[src/design/hld_pkg.sv]
package hld_pkg;

	localparam int MAX_DEFECTS  = 8;
	localparam int CORDIC_STEPS = 24;

	localparam int DEF_AW = $clog2(MAX_DEFECTS);
	localparam int DEF_CW = $clog2(MAX_DEFECTS + 1);
	localparam int ENT_W  = 128;

	localparam int MUL_AW     = 48;
	localparam int MUL_BW     = 36;
	localparam int MUL_DIGITS = MUL_BW / 4;
	localparam int MUL_CW     = $clog2(MUL_DIGITS);
	localparam int MUL_PW     = MUL_AW + MUL_BW;

	localparam int COR_W  = 36;
	localparam int COR_ZW = 35;
	localparam int COR_SW = $clog2(CORDIC_STEPS);
	localparam int ANG_W  = 33;
	localparam int COS_W  = 34;

	localparam logic signed [MUL_BW-1:0] INV_TWO_PI   = 36'sd683565276;
	localparam logic signed [MUL_BW-1:0] Q_SQRT3_HALF = 36'sd929887697;
	localparam logic signed [MUL_BW-1:0] Q_HALF       = 36'sd536870912;
	localparam logic signed [MUL_BW-1:0] Q_ONE        = 36'sd1073741824;
	localparam logic signed [COR_W-1:0]  CORDIC_GAIN  = 36'sd652032874;
	localparam logic signed [COR_ZW-1:0] Z_HALF       = 35'sd2147483648;
	localparam logic signed [COR_ZW-1:0] Z_QUARTER    = 35'sd1073741824;

	localparam logic MODE_LOAD = 1'b0;
	localparam logic MODE_EVAL = 1'b1;

	localparam logic [1:0] CFG_AMPLITUDE    = 2'd0;
	localparam logic [1:0] CFG_MEAN_DENSITY = 2'd1;
	localparam logic [1:0] CFG_DEFECT_COUNT = 2'd2;

	typedef enum logic [3:0] {
		ST_IDLE,
		ST_QP1,
		ST_QP2,
		ST_QPC,
		ST_RD,
		ST_QB1,
		ST_QB2,
		ST_QBC,
		ST_ATAN,
		ST_TERM,
		ST_COS,
		ST_SCALE,
		ST_OUT
	} st_t;

	typedef struct packed {
		logic start;
		logic rotate;
	} cor_cmd_t;

	function automatic logic [31:0] atan_turn(input logic [4:0] i);
		logic [31:0] r;
		case (i)
			5'd0:  r = 32'h20000000;
			5'd1:  r = 32'h12E4051E;
			5'd2:  r = 32'h09FB385B;
			5'd3:  r = 32'h051111D4;
			5'd4:  r = 32'h028B0D43;
			5'd5:  r = 32'h0145D7E1;
			5'd6:  r = 32'h00A2F61E;
			5'd7:  r = 32'h00517C55;
			5'd8:  r = 32'h0028BE53;
			5'd9:  r = 32'h00145F2F;
			5'd10: r = 32'h000A2F98;
			5'd11: r = 32'h000517CC;
			5'd12: r = 32'h00028BE6;
			5'd13: r = 32'h000145F3;
			5'd14: r = 32'h0000A2FA;
			5'd15: r = 32'h0000517D;
			5'd16: r = 32'h000028BE;
			5'd17: r = 32'h0000145F;
			5'd18: r = 32'h00000A30;
			5'd19: r = 32'h00000518;
			5'd20: r = 32'h0000028C;
			5'd21: r = 32'h00000146;
			5'd22: r = 32'h000000A3;
			5'd23: r = 32'h00000051;
			5'd24: r = 32'h00000029;
			5'd25: r = 32'h00000014;
			5'd26: r = 32'h0000000A;
			5'd27: r = 32'h00000005;
			5'd28: r = 32'h00000003;
			5'd29: r = 32'h00000001;
			5'd30: r = 32'h00000001;
			default: r = 32'h00000000;
		endcase
		return r;
	endfunction

	function automatic logic signed [MUL_BW-1:0] wave_x(input logic [1:0] k);
		logic signed [MUL_BW-1:0] r;
		case (k)
			2'd1:    r = Q_SQRT3_HALF;
			2'd2:    r = -Q_SQRT3_HALF;
			default: r = '0;
		endcase
		return r;
	endfunction

	function automatic logic signed [MUL_BW-1:0] wave_y(input logic [1:0] k);
		logic signed [MUL_BW-1:0] r;
		case (k)
			2'd0:    r = Q_ONE;
			default: r = -Q_HALF;
		endcase
		return r;
	endfunction

	function automatic logic signed [31:0] sat32(input logic signed [55:0] v);
		logic signed [31:0] r;
		if (v > 56'sd2147483647) r = 32'sh7FFFFFFF;
		else if (v < -56'sd2147483648) r = 32'sh80000000;
		else r = v[31:0];
		return r;
	endfunction

endpackage

[src/design/hld_ram.sv]
module hld_ram #(
	parameter int WIDTH = 32,
	parameter int DEPTH = 8
) (
	input  logic                     clk,
	input  logic                     we,
	input  logic [$clog2(DEPTH)-1:0] waddr,
	input  logic [WIDTH-1:0]         wdata,
	input  logic [$clog2(DEPTH)-1:0] raddr,
	output logic [WIDTH-1:0]         rdata
);

	logic [WIDTH-1:0] mem_q [DEPTH];

	always_ff @(posedge clk) begin
		if (we) begin
			mem_q[waddr] <= wdata;
		end
		rdata <= mem_q[raddr];
	end

endmodule

[src/design/hld_mul.sv]
module hld_mul
	import hld_pkg::*;
(
	input  logic                     clk,
	input  logic                     arst_n,
	input  logic                     start,
	input  logic signed [MUL_AW-1:0] a,
	input  logic signed [MUL_BW-1:0] b,
	output logic                     done,
	output logic signed [MUL_PW-1:0] prod
);

	logic signed [MUL_AW-1:0] a_q;
	logic [MUL_BW-1:0]        b_q;
	logic signed [MUL_PW-1:0] acc_q;
	logic [MUL_CW-1:0]        cnt_q;
	logic                     busy_q;
	logic                     done_q;
	logic signed [4:0]        digit;
	logic signed [MUL_AW+4:0] pp;
	logic signed [MUL_PW-1:0] acc_next;

	// msb digit first, top digit signed
	always_comb begin
		digit = (cnt_q == '0) ? $signed({b_q[MUL_BW-1], b_q[MUL_BW-1 -: 4]})
		                      : $signed({1'b0, b_q[MUL_BW-1 -: 4]});
		pp = a_q * digit;
		acc_next = (acc_q <<< 4) + MUL_PW'(pp);
	end

	always_ff @(posedge clk or negedge arst_n) begin
		if (!arst_n) begin
			busy_q <= 1'b0;
			done_q <= 1'b0;
			cnt_q  <= '0;
		end else begin
			done_q <= 1'b0;
			if (start) begin
				busy_q <= 1'b1;
				cnt_q  <= '0;
			end else if (busy_q) begin
				cnt_q <= cnt_q + 1'b1;
				if (cnt_q == MUL_CW'(MUL_DIGITS - 1)) begin
					busy_q <= 1'b0;
					done_q <= 1'b1;
				end
			end
		end
	end

	always_ff @(posedge clk) begin
		if (start) begin
			a_q   <= a;
			b_q   <= b;
			acc_q <= '0;
		end else if (busy_q) begin
			acc_q <= acc_next;
			b_q   <= b_q << 4;
		end
	end

	assign done = done_q;
	assign prod = acc_q;

endmodule

[src/design/hld_cordic.sv]
module hld_cordic
	import hld_pkg::*;
(
	input  logic                    clk,
	input  logic                    arst_n,
	input  cor_cmd_t                cmd,
	input  logic signed [ANG_W-1:0] vx,
	input  logic signed [ANG_W-1:0] vy,
	input  logic [31:0]             phase,
	output logic                    done,
	output logic signed [ANG_W-1:0] angle,
	output logic signed [COS_W-1:0] cosine
);

	logic signed [COR_W-1:0]  x_q, y_q;
	logic signed [COR_ZW-1:0] z_q;
	logic [COR_SW-1:0]        step_q;
	logic                     busy_q, done_q, rot_q, flip_q, zero_q;
	logic signed [COR_W-1:0]  xs, ys, x0, y0, negx;
	logic signed [COR_ZW-1:0] at, z0;
	logic                     sub;

	always_comb begin
		xs  = x_q >>> step_q;
		ys  = y_q >>> step_q;
		at  = $signed({3'b000, atan_turn(5'(step_q))});
		sub = rot_q ? !z_q[COR_ZW-1] : !(y_q > 0);
		x0  = COR_W'(vx);
		y0  = COR_W'(vy);
		z0  = COR_ZW'($signed(phase));
		negx = -x_q;
	end

	always_ff @(posedge clk or negedge arst_n) begin
		if (!arst_n) begin
			busy_q <= 1'b0;
			done_q <= 1'b0;
			step_q <= '0;
		end else begin
			done_q <= 1'b0;
			if (cmd.start) begin
				busy_q <= 1'b1;
				step_q <= '0;
			end else if (busy_q) begin
				step_q <= step_q + 1'b1;
				if (step_q == COR_SW'(CORDIC_STEPS - 1)) begin
					busy_q <= 1'b0;
					done_q <= 1'b1;
				end
			end
		end
	end

	always_ff @(posedge clk) begin
		if (cmd.start) begin
			rot_q  <= cmd.rotate;
			zero_q <= !cmd.rotate && (vx == '0) && (vy == '0);
			flip_q <= 1'b0;
			if (cmd.rotate) begin
				x_q <= CORDIC_GAIN;
				y_q <= '0;
				if (z0 > Z_QUARTER) begin
					z_q    <= z0 - Z_HALF;
					flip_q <= 1'b1;
				end else if (z0 < -Z_QUARTER) begin
					z_q    <= z0 + Z_HALF;
					flip_q <= 1'b1;
				end else begin
					z_q <= z0;
				end
			end else if (x0 < 0) begin
				if (y0 >= 0) begin
					x_q <= y0;
					y_q <= -x0;
					z_q <= Z_QUARTER;
				end else begin
					x_q <= -y0;
					y_q <= x0;
					z_q <= -Z_QUARTER;
				end
			end else begin
				x_q <= x0;
				y_q <= y0;
				z_q <= '0;
			end
		end else if (busy_q) begin
			if (sub) begin
				x_q <= x_q - ys;
				y_q <= y_q + xs;
				z_q <= z_q - at;
			end else begin
				x_q <= x_q + ys;
				y_q <= y_q - xs;
				z_q <= z_q + at;
			end
		end
	end

	always_comb begin
		if (zero_q) angle = '0;
		else if (z_q > Z_HALF) angle = ANG_W'(Z_HALF);
		else if (z_q < -Z_HALF) angle = ANG_W'(-Z_HALF);
		else angle = ANG_W'(z_q);
		cosine = flip_q ? COS_W'(negx) : COS_W'(x_q);
	end

	assign done = done_q;

endmodule

[src/design/hex_lattice_dislocation_field.sv]
// throughput: one item at a time; the shared 9-step multiplier and the shared
// cordic unit (CORDIC_STEPS iterations) are used in turn for every term
// a finished result waits in the output register while the next item is taken
// reset: asynchronous, active low; clears control and configuration, table stays unwritten
module hex_lattice_dislocation_field
	import hld_pkg::*;
(
	input  logic               clk,
	input  logic               arst_n,
	input  logic               in_valid,
	output logic               in_stall,
	input  logic               mode,
	input  logic [2:0]         entry_index,
	input  logic signed [31:0] coord_x,
	input  logic signed [31:0] coord_y,
	input  logic signed [31:0] burgers_in_x,
	input  logic signed [31:0] burgers_in_y,
	output logic               out_valid,
	input  logic               out_stall,
	output logic signed [31:0] density_value,
	output logic signed [31:0] negative_term,
	output logic signed [31:0] positive_term,
	input  logic               cfg_valid,
	output logic               cfg_ready,
	input  logic [1:0]         cfg_index,
	input  logic [31:0]        cfg_data
);

	st_t                      state_q, state_d;
	logic                     launched_q;
	logic [1:0]               k_q;
	logic [DEF_CW-1:0]        j_q, n_q;
	logic signed [31:0]       amp_q, mean_q;
	logic [3:0]               dcount_q;
	logic signed [31:0]       px_q, py_q;
	logic signed [63:0]       dot_q;
	logic signed [MUL_AW-1:0] s_q;
	logic [31:0]              phase_q;
	logic signed [COS_W-1:0]  sum_q;
	logic signed [53:0]       scaled_q;
	logic                     out_valid_q;
	logic signed [31:0]       dv_q, neg_q, pos_q;

	logic                     in_acc, ram_we, out_free;
	logic [ENT_W-1:0]         ram_rdata;
	logic signed [31:0]       ent_px, ent_py, ent_bx, ent_by;
	logic                     mul_start, mul_done;
	logic signed [MUL_AW-1:0] mul_a;
	logic signed [MUL_BW-1:0] mul_b;
	logic signed [MUL_PW-1:0] mul_p;
	cor_cmd_t                 cor_cmd;
	logic                     cor_done;
	logic signed [ANG_W-1:0]  cor_angle;
	logic signed [COS_W-1:0]  cor_cos;
	logic signed [ANG_W-1:0]  dx, dy;
	logic                     is_mul, is_cor, step_done;
	logic signed [55:0]       dv_w, neg_w;

	assign in_acc   = in_valid && !in_stall;
	assign in_stall = (state_q != ST_IDLE);
	assign cfg_ready = 1'b1;
	assign out_free = !out_valid_q || !out_stall;
	assign ram_we   = in_acc && (mode == MODE_LOAD) && (entry_index < MAX_DEFECTS);

	hld_ram #(.WIDTH(ENT_W), .DEPTH(MAX_DEFECTS)) u_ram (
		.clk   (clk),
		.we    (ram_we),
		.waddr (DEF_AW'(entry_index)),
		.wdata ({coord_x, coord_y, burgers_in_x, burgers_in_y}),
		.raddr (j_q[DEF_AW-1:0]),
		.rdata (ram_rdata)
	);

	assign {ent_px, ent_py, ent_bx, ent_by} = ram_rdata;

	hld_mul u_mul (
		.clk    (clk),
		.arst_n (arst_n),
		.start  (mul_start),
		.a      (mul_a),
		.b      (mul_b),
		.done   (mul_done),
		.prod   (mul_p)
	);

	assign dx = ANG_W'(px_q) - ANG_W'(ent_px);
	assign dy = ANG_W'(py_q) - ANG_W'(ent_py);

	hld_cordic u_cordic (
		.clk    (clk),
		.arst_n (arst_n),
		.cmd    (cor_cmd),
		.vx     (dx),
		.vy     (dy),
		.phase  (phase_q),
		.done   (cor_done),
		.angle  (cor_angle),
		.cosine (cor_cos)
	);

	// sequencer outputs
	always_comb begin
		is_mul = 1'b0;
		is_cor = 1'b0;
		mul_a  = '0;
		mul_b  = '0;
		unique case (state_q)
			ST_QP1: begin
				is_mul = 1'b1;
				mul_a  = MUL_AW'(px_q);
				mul_b  = wave_x(k_q);
			end
			ST_QP2: begin
				is_mul = 1'b1;
				mul_a  = MUL_AW'(py_q);
				mul_b  = wave_y(k_q);
			end
			ST_QB1: begin
				is_mul = 1'b1;
				mul_a  = MUL_AW'(ent_bx);
				mul_b  = wave_x(k_q);
			end
			ST_QB2: begin
				is_mul = 1'b1;
				mul_a  = MUL_AW'(ent_by);
				mul_b  = wave_y(k_q);
			end
			ST_QPC, ST_QBC: begin
				is_mul = 1'b1;
				mul_a  = dot_q[63:16];
				mul_b  = INV_TWO_PI;
			end
			ST_TERM: begin
				is_mul = 1'b1;
				mul_a  = s_q;
				mul_b  = MUL_BW'(cor_angle);
			end
			ST_SCALE: begin
				is_mul = 1'b1;
				mul_a  = MUL_AW'(sum_q);
				mul_b  = MUL_BW'(amp_q);
			end
			ST_ATAN, ST_COS: is_cor = 1'b1;
			default: ;
		endcase
		mul_start      = is_mul && !launched_q;
		cor_cmd.start  = is_cor && !launched_q;
		cor_cmd.rotate = (state_q == ST_COS);
		step_done      = (is_mul && mul_done) || (is_cor && cor_done);
	end

	// next state
	always_comb begin
		state_d = state_q;
		unique case (state_q)
			ST_IDLE:  if (in_acc && mode == MODE_EVAL) state_d = ST_QP1;
			ST_QP1:   if (mul_done) state_d = ST_QP2;
			ST_QP2:   if (mul_done) state_d = ST_QPC;
			ST_QPC:   if (mul_done) state_d = (n_q == '0) ? ST_COS : ST_RD;
			ST_RD:    state_d = ST_QB1;
			ST_QB1:   if (mul_done) state_d = ST_QB2;
			ST_QB2:   if (mul_done) state_d = ST_QBC;
			ST_QBC:   if (mul_done) state_d = ST_ATAN;
			ST_ATAN:  if (cor_done) state_d = ST_TERM;
			ST_TERM: begin
				if (mul_done) state_d = (DEF_CW'(j_q + 1'b1) == n_q) ? ST_COS : ST_RD;
			end
			ST_COS:   if (cor_done) state_d = (k_q == 2'd2) ? ST_SCALE : ST_QP1;
			ST_SCALE: if (mul_done) state_d = ST_OUT;
			ST_OUT:   if (out_free) state_d = ST_IDLE;
			default:  state_d = ST_IDLE;
		endcase
	end

	always_comb begin
		dv_w  = 56'(mean_q) + 56'(scaled_q);
		neg_w = -56'(scaled_q);
	end

	always_ff @(posedge clk or negedge arst_n) begin
		if (!arst_n) begin
			state_q     <= ST_IDLE;
			launched_q  <= 1'b0;
			k_q         <= '0;
			j_q         <= '0;
			n_q         <= '0;
			amp_q       <= '0;
			mean_q      <= '0;
			dcount_q    <= '0;
			out_valid_q <= 1'b0;
		end else begin
			state_q <= state_d;
			if (step_done) launched_q <= 1'b0;
			else if (mul_start || cor_cmd.start) launched_q <= 1'b1;

			if (cfg_valid && cfg_ready) begin
				unique case (cfg_index)
					CFG_AMPLITUDE:    amp_q    <= cfg_data;
					CFG_MEAN_DENSITY: mean_q   <= cfg_data;
					CFG_DEFECT_COUNT: dcount_q <= cfg_data[3:0];
					default: ;
				endcase
			end

			if (state_q == ST_IDLE && in_acc) begin
				k_q <= '0;
				n_q <= (dcount_q > MAX_DEFECTS) ? DEF_CW'(MAX_DEFECTS) : DEF_CW'(dcount_q);
			end
			if (state_q == ST_QPC && mul_done) j_q <= '0;
			if (state_q == ST_TERM && mul_done) j_q <= DEF_CW'(j_q + 1'b1);
			if (state_q == ST_COS && cor_done) k_q <= k_q + 1'b1;

			if (state_q == ST_OUT && out_free) out_valid_q <= 1'b1;
			else if (!out_stall) out_valid_q <= 1'b0;
		end
	end

	always_ff @(posedge clk) begin
		if (state_q == ST_IDLE && in_acc) begin
			px_q  <= coord_x;
			py_q  <= coord_y;
			sum_q <= '0;
		end
		if (mul_done) begin
			case (state_q)
				ST_QP1, ST_QB1: dot_q <= mul_p[63:0];
				ST_QP2, ST_QB2: dot_q <= dot_q + mul_p[63:0];
				ST_QPC:         phase_q <= mul_p[61:30];
				ST_QBC:         s_q <= mul_p[77:30];
				ST_TERM:        phase_q <= phase_q - mul_p[63:32];
				ST_SCALE:       scaled_q <= mul_p[83:30];
				default: ;
			endcase
		end
		if (state_q == ST_COS && cor_done) sum_q <= sum_q + cor_cos;
		if (state_q == ST_OUT && out_free) begin
			dv_q  <= sat32(dv_w);
			neg_q <= sat32(neg_w);
			pos_q <= sat32(56'(scaled_q));
		end
	end

	assign out_valid     = out_valid_q;
	assign density_value = dv_q;
	assign negative_term = neg_q;
	assign positive_term = pos_q;

endmodule

[config.mk]
export PLATFORM = sky130hd
export DESIGN_NAME = hex_lattice_dislocation_field
export DESIGN_NICKNAME = d
export VERILOG_FILES = /design/src/design/hld_pkg.sv /design/src/design/hld_ram.sv /design/src/design/hld_mul.sv /design/src/design/hld_cordic.sv /design/src/design/hex_lattice_dislocation_field.sv
export SDC_FILE = /design/constraint.sdc
export NUM_CORES = 2
export LEC_CHECK = 0
export ABC_AREA = 1
export BUFFER_PORTS_ARGS = -buffer_cell sky130_fd_sc_hd__buf_4
export CELL_PAD_IN_SITES_DETAIL_PLACEMENT = 1
export CELL_PAD_IN_SITES_GLOBAL_PLACEMENT = 2
export CORE_UTILIZATION = 40
export DETAILED_ROUTE_END_ITERATION = 8
export MAX_ROUTING_LAYER = met4
export PLACE_DENSITY_LB_ADDON = 0.2
export SYNTH_ARGS = -nofsm -noshare
export SYNTH_HDL_FRONTEND = slang
export SYNTH_SLANG_ARGS = --single-unit
[constraint.sdc]
create_clock -name clk -period 17.1 [get_ports clk]
set_input_delay 3.42 -clock clk [delete_from_list [all_inputs] [get_ports clk]]
set_output_delay 3.42 -clock clk [all_outputs]
set_load 0.005 [all_outputs]
After elaboration in Yosys (flattened, before gate mapping)

Memories as Yosys holds them, arrays and structs flattened. A register that Yosys moved wholly into a read port is not among the register bits.
Cells that the tools add are included.

Add/sub/neg operators: 23
Multipliers: 1
Order comparisons: 14
Equal/unequal tests: 32
Shifts and indexed selects: 2
Mux-type cells: 86
Bitwise operators: 1
Reduce and logical (&&, ||, !) cells: 52

Operators with widths:

| operator                                                                           | number |
|---|---|
| 36-bit two-way mux                                                                 | 15 |
| 48-bit one-hot mux with 7 select lines                                             | 1 |
| 35-bit two-way mux                                                                 | 8 |
| 36-bit one-hot mux with 5 select lines                                             | 1 |
| 64-bit one-hot mux with 2 select lines                                             | 1 |
| 34-bit two-way mux                                                                 | 3 |
| 33-bit two-way mux                                                                 | 3 |
| 32-bit two-way mux                                                                 | 3 |
| 84-bit by 53-bit adder with 84-bit output                                          | 1 |
| 4-bit two-way mux                                                                  | 20 |
| 36-bit adder                                                                       | 2 |
| 33-bit negation with 36-bit output                                                 | 2 |
| 36-bit one-hot mux with 2 select lines                                             | 1 |
| 36-bit by 5-bit >>> shifter with 36-bit output                                     | 2 |
| 36-bit subtractor                                                                  | 2 |
| 33-bit logical NOT                                                                 | 2 |
| 32-bit by 32-bit subtractor with 33-bit output                                     | 2 |
| 64-bit adder                                                                       | 1 |
| 32-bit one-hot mux with 2 select lines                                             | 1 |
| 56-bit by 32-bit greater-than comparator with 1-bit output (second input constant) | 1 |
| 56-bit by 32-bit < comparator with 1-bit output (second input constant)            | 1 |
| 54-bit negation with 56-bit output                                                 | 1 |
| 32-bit by 54-bit adder with 55-bit output                                          | 1 |
| 55-bit by 32-bit greater-than comparator with 1-bit output (second input constant) | 1 |
| other kinds (48)                                                                   | 135 |

Register bits after elaboration: 767
Memory bits (writable): 1,024
Memory bits (read-only): 960
Input bits: 171
Output and inout port bits: 99
Logic and storage cells: 247
Memories: 2

Memories:

| name             | words | bits a word | read ports | clocked after memory_dff | write ports | line          | text |
|---|---|---|---|---|---|---|---|
| u_ram.mem_q      | 8     | 128         | 1          | 1                        | 1           | hld_ram.sv:13 | `logic [WIDTH-1:0] mem_q [DEPTH];` |
| (name not given) | 32    | 30          | 1          | 0                        | 0           | hld_pkg.sv:60 | `case (i)` |

Logic depth before layout (Yosys ltp)

Depth after elaboration: 7
Mapped depth: 38
Gate-level depth less buffers: 37

Cells and area by module

From an unflattened synthesis, not the netlist that was laid out.

Cells, all modules: 16,585
Area total of the unflattened synthesis: 129,095.1 um2

Modules (own cells, without submodules):

| module                        | instances | cells each | area an instance (um2) | seq. area each (um2) |
|---|---|---|---|---|
| hld_ram                       | 1         | 4,570      | 47,077.7               | 33,311.9 |
| hex_lattice_dislocation_field | 1         | 5,083      | 37,163.1               | 13,873.3 |
| hld_mul                       | 1         | 3,304      | 23,244.8               | 4,354.2 |
| hld_cordic                    | 1         | 3,628      | 21,609.5               | 3,478.3 |

Least setup slack after synthesis

No wires, ideal clock.

Path type: input -> register
Start point: input in_valid
End point: memory u_ram.mem_q[2][0] (netlist bit) (enable)
Setup time: 0.774 ns
Data arrival time: 15.653 ns
Required time: 16.326 ns
Path slack: 0.674 ns
Stages: 6
Path buffers: 0
Path through: inv_1 nor2_1 inv_1 nor2_1 nand2_1 nor3_1

Longest elaborated chain between the ends: 4

RTL lines:

| element                                 | line                                | text |
|---|---|---|
| from (decl)                             | hex_lattice_dislocation_field.sv:10 | `input logic in_valid,` |
| 1-bit logical AND                       | hex_lattice_dislocation_field.sv:59 | `assign in_acc = in_valid && !in_stall;` |
| 1-bit logical AND                       | hex_lattice_dislocation_field.sv:63 | `assign ram_we = in_acc && (mode == MODE_LOAD) && (entry_index < MAX_DEFECTS);` |
| 1-bit two-way mux                       | hld_ram.sv:16                       | `if (we) begin` |
| 1-bit two-way mux (not written as such) | hld_ram.sv:17                       | `mem_q[waddr] <= wdata;` |
| to (decl)                               | hld_ram.sv:13                       |  |

No other way between the ends.

Worst setup path after layout

Start point: register u_mul.b_q[35]
End point: register u_mul.acc_q[74] (netlist: u_mul.prod[74])

Longest elaborated chain between the ends: 3

RTL lines:

| element                                       | line          | text |
|---|---|---|
| from (decl)                                   | hld_mul.sv:14 | `logic [MUL_BW-1:0] b_q;` |
| from (signal assigned)                        | hld_mul.sv:58 | `b_q <= b_q << 4;` |
| 5-bit two-way mux                             | hld_mul.sv:25 | `digit = (cnt_q == '0) ? $signed({b_q[MUL_BW-1], b_q[MUL_BW-1 -: 4]})` |
| 48-bit by 5-bit multiplier with 53-bit output | hld_mul.sv:27 | `pp = a_q * digit;` |
| 84-bit by 53-bit adder with 84-bit output     | hld_mul.sv:28 | `acc_next = (acc_q <<< 4) + MUL_PW'(pp);` |
| to (signal assigned)                          | hld_mul.sv:57 | `acc_q <= acc_next;` |
| to (decl)                                     | hld_mul.sv:15 | `logic signed [MUL_PW-1:0] acc_q;` |

No other way between the ends.
A chain may end at the register's enable or synchronous reset.

==> results summary <==
The flow ran to the end, and the final reports show no timing, DRC or antenna violations. By count the netlist is led by sky130_fd_sc_hd__nand2_1 (2,880), sky130_fd_sc_hd__nor2_1 (2,041), sky130_fd_sc_hd__inv_1 (1,866). In this run the clock root is driven by a sky130_fd_sc_hd__clkbuf_16. The x dimension of the die is 554 um. The net count after synthesis came out at 15,600.

The number of buffers inserted by post-CTS setup repair is 0. The minimum setup slack in the final design is 9.63 ns. The async set or reset register ratio after synthesis is 0.0505.

The required time at the endpoint of the critical path came out at 17.96 ns. The category of cells accounting for the largest share of critical-path delay is simple AND/OR/NAND/NOR gates. Measured against its own limit, the worst slew margin works out to 0.157.

The final layout contains 15,800 nets. The first-pass GRT wire length came out at 729,000 um. The share of cells above drive strength 1 is 0.0656.

The final period utilization came out at 0.437. The number of storage elements in the synthesis netlist came out at 1,919. The count of cells resized by post-cts repair is 0. The data arrival time of the worst path is 8.33 ns. The sum of routed wire length over all layers came out at 499,000 um.

The signed area change from the synthesized netlist to the final layout came out at 11.4%. The kind of start point of the critical path is a flip-flop. The number of iterations in the first detailed-routing pass came out at 8. The number of buffers between clock root and the deepest sink came out at 4. The core outline area came out at 303,000 um2.

The count of routing violations after the opening detailed-route iteration came out at 8,946. The number of pins exceeding their max-slew limit in the final report was 0. The total half-perimeter wirelength after legalization and detailed placement came out at 386,000 um. Between clock sinks in the finished design, the worst skew comes to 0.119 ns. The count of flip-flops with a built-in enable after synthesis is 1,610. The number of buffers and inverters on the critical path is 9. From bottom edge to top edge, the die measures 554 um. In this design, the stage delay of the slowest critical-path cell is 0.83 ns. The weighted congestion reported at the end of routability-driven placement came out at 0.966. The leading area contributor after synthesis is sky130_fd_sc_hd__edfxtp_1. The clock net sink count is 1,919. The worst setup path is captured at a flip-flop. The post-route setup TNS came out at 0 ns. The number of hold violations in the final report came out at 0.

270 I/O pins were placed. The largest net degree at the start of global routing is 125. Of the post-synthesis cell area, the dominant cell type holds 0.397. The via density per instance is 5.64. After clock tree synthesis, the clock-pin slew on the worst setup and hold paths is 0.06 ns. The number of DRC violations after detailed routing came out at 0. In this run the worst hold path is classified as flip-flop to flip-flop. The count of buffers added on input and output ports is 268. The total number of H-tree levels is 4.

The reported max-cap violation count came out at 0. Of the synthesized area, sequential elements account for 0.452. The maximum frequency from static timing analysis came out at 134 MHz. The number of clock buffers added by TritonCTS is 220. The maximum fanout count along the critical path is 49. The average cell area after synthesis is 8.34 um2. The worst-case hold slack came out at 0.434 ns.

The count of yosys warnings during synthesis is 0. The distinct cell type count of the synthesized netlist is 70. The share of the core filled with cells came out at 0.448. The remaining antenna violation count came out at 0. The global router's overall resource usage came out at 0.327. The overall die area came out at 307,000 um2.

Synthesis handed over a netlist of 14,600 instances. The time the worst path needs with I/O delays and setup came out at 7.47 ns. The cell type with the highest occurrence count on the critical path is sky130_fd_sc_hd__inv_1.

After synthesis the cells add up to 122,000 um2. The slew at the pin closest to its max-slew limit came out at 1.26 ns. After synthesis, the cell types taking the most area are sky130_fd_sc_hd__edfxtp_1 (40%), sky130_fd_sc_hd__nand2_1 (8.9%), sky130_fd_sc_hd__nor2_1 (6.3%).

The number of hold buffers added after CTS was 0. The TritonCTS clock tree is built. The most common cell in the netlist is sky130_fd_sc_hd__nand2_1.

The worst setup slack before clock tree synthesis came out at 9.54 ns. The dominant synthesized flop cell is sky130_fd_sc_hd__edfxtp_1. The initial antenna violation count came out at 39. The slowest stage of the critical path belongs to the cell sky130_fd_sc_hd__inv_1. The starting density of the core came out at 0.402.

In the final routed layout, each cell accounts on average for 26.4 um. The count of vias placed by the detailed router is 107,000. The layout has 35,800 filler cells.

The number of setup violations in the final report came out at 0. The initialized floorplan defines 202 standard-cell rows. The remaining global-route overflow came out at 0. The worst reg-to-reg setup slack is 9.63 ns. The clock latency at the later pin of the worst-skew pair came out at 0.97 ns. Setup repair after global routing left no endpoint under its margin.

The category of the critical setup timing path is flip-flop to flip-flop. The number of global-route vias before repair is 108,000.
path summary, 6_finish.rpt:
check                                             from                           to  cells after the start
setup / recovery               u_mul.b_q[35]$_DFFE_PP_  u_mul.prod[74]$_SDFFE_PP0P_                     25
hold / removal             u_mul.prod[78]$_SDFFE_PP0P_       scaled_q[48]$_DFFE_PP_                      0
setup reg to reg               u_mul.b_q[35]$_DFFE_PP_  u_mul.prod[74]$_SDFFE_PP0P_                     25
hold reg to reg            u_mul.prod[78]$_SDFFE_PP0P_       scaled_q[48]$_DFFE_PP_                      0
max in group asynchronous                       arst_n           j_q[1]$_DFFE_PN0P_                      2
min in group asynchronous                       arst_n      u_cordic.done$_DFF_PN0_                      1
layout by cell type (no fill, tap or decap), types with 36 or more instances in the layout:
cell	n
sky130_fd_sc_hd__inv_1	1860
sky130_fd_sc_hd__o21ai_0	1256
sky130_fd_sc_hd__dfrtp_1	90
sky130_fd_sc_hd__o21a_1	58
sky130_fd_sc_hd__or2_2	69
sky130_fd_sc_hd__dfxtp_1	212
sky130_fd_sc_hd__o211ai_1	60
sky130_fd_sc_hd__buf_4	418
sky130_fd_sc_hd__a21oi_1	788
sky130_fd_sc_hd__a31oi_1	229
sky130_fd_sc_hd__clkbuf_16	223
sky130_fd_sc_hd__clkinv_2	40
sky130_fd_sc_hd__a21o_1	43
sky130_fd_sc_hd__nor2_1	2025
sky130_fd_sc_hd__fa_1	296
sky130_fd_sc_hd__a221oi_1	43
sky130_fd_sc_hd__xnor2_1	125
sky130_fd_sc_hd__nand4_1	160
sky130_fd_sc_hd__edfxtp_1	1610
sky130_fd_sc_hd__o21bai_1	36
sky130_fd_sc_hd__clkbuf_1	54
sky130_fd_sc_hd__xor2_1	240
sky130_fd_sc_hd__ha_1	540
sky130_fd_sc_hd__nor3_1	120
sky130_fd_sc_hd__nand3_1	735
sky130_fd_sc_hd__o21ai_1	51
sky130_fd_sc_hd__nand2_1	2874
sky130_fd_sc_hd__nor4_1	72
sky130_fd_sc_hd__o22ai_1	146
cell families after synthesis:
kind of cell | Yosys count | share of synthesized area
DFF | 1919 | 0.452
xor gates and xnor gates | 365 | 0.0263
buffers and inverters | 2381 | 0.0751
AOI/OAI and AO/OA | 2877 | 0.132
adders and majority gates | 836 | 0.104
and+or+nand+nor | 6217 | 0.211
other | 1 | 0.0000308
through the flow:
stage | cell area (um2) | std cells
global route | 136000 | 18900
floorplan | 122000 | 14600
detailed placement | 128000 | 18500
finish | 136000 | 19000
global placement | 128000 | 18500
CTS | 136000 | 18900
flip-flops by register name, summed over array words and instances, names as in the netlist, 34 cells and up:
| name | cells |
|---|---|
| scaled_q | 54 |
| u_cordic.x_q | 36 |
| u_ram.mem_q | 1024 |
| s_q | 48 |
| u_ram.rdata | 128 |
| u_cordic.y_q | 36 |
| u_mul.b_q | 36 |
| dot_q | 64 |
| sum_q | 34 |
| u_cordic.z_q | 35 |
| u_mul.prod | 84 |
| u_mul.a_q | 48 |
routing by layer:
metal  up-vias  global-route usage  wire length (um)
met5         -                   -                 0
met4         0              0.0883             14700
met3       548              0.0377             27300
met2      2933               0.506            225000
met1     54000               0.455            232000
li1      49400                   -                 -
final cells by class:
type,instances,area [um2],share of cell area
inverters,1897,7140,0.0527
well taps,3978,4980,0.0367
clock inverters,116,1320,0.00974
repair buffers,420,3180,0.0234
diodes,28,70.1,0.000517
flip-flops and latches,1919,55000,0.406
clock buffers,298,6070,0.0448
multi-input cells,10300,57800,0.426
Power is not shown: default switching activity piles up to over one toggle a cycle in this logic, so the estimate is an artifact.
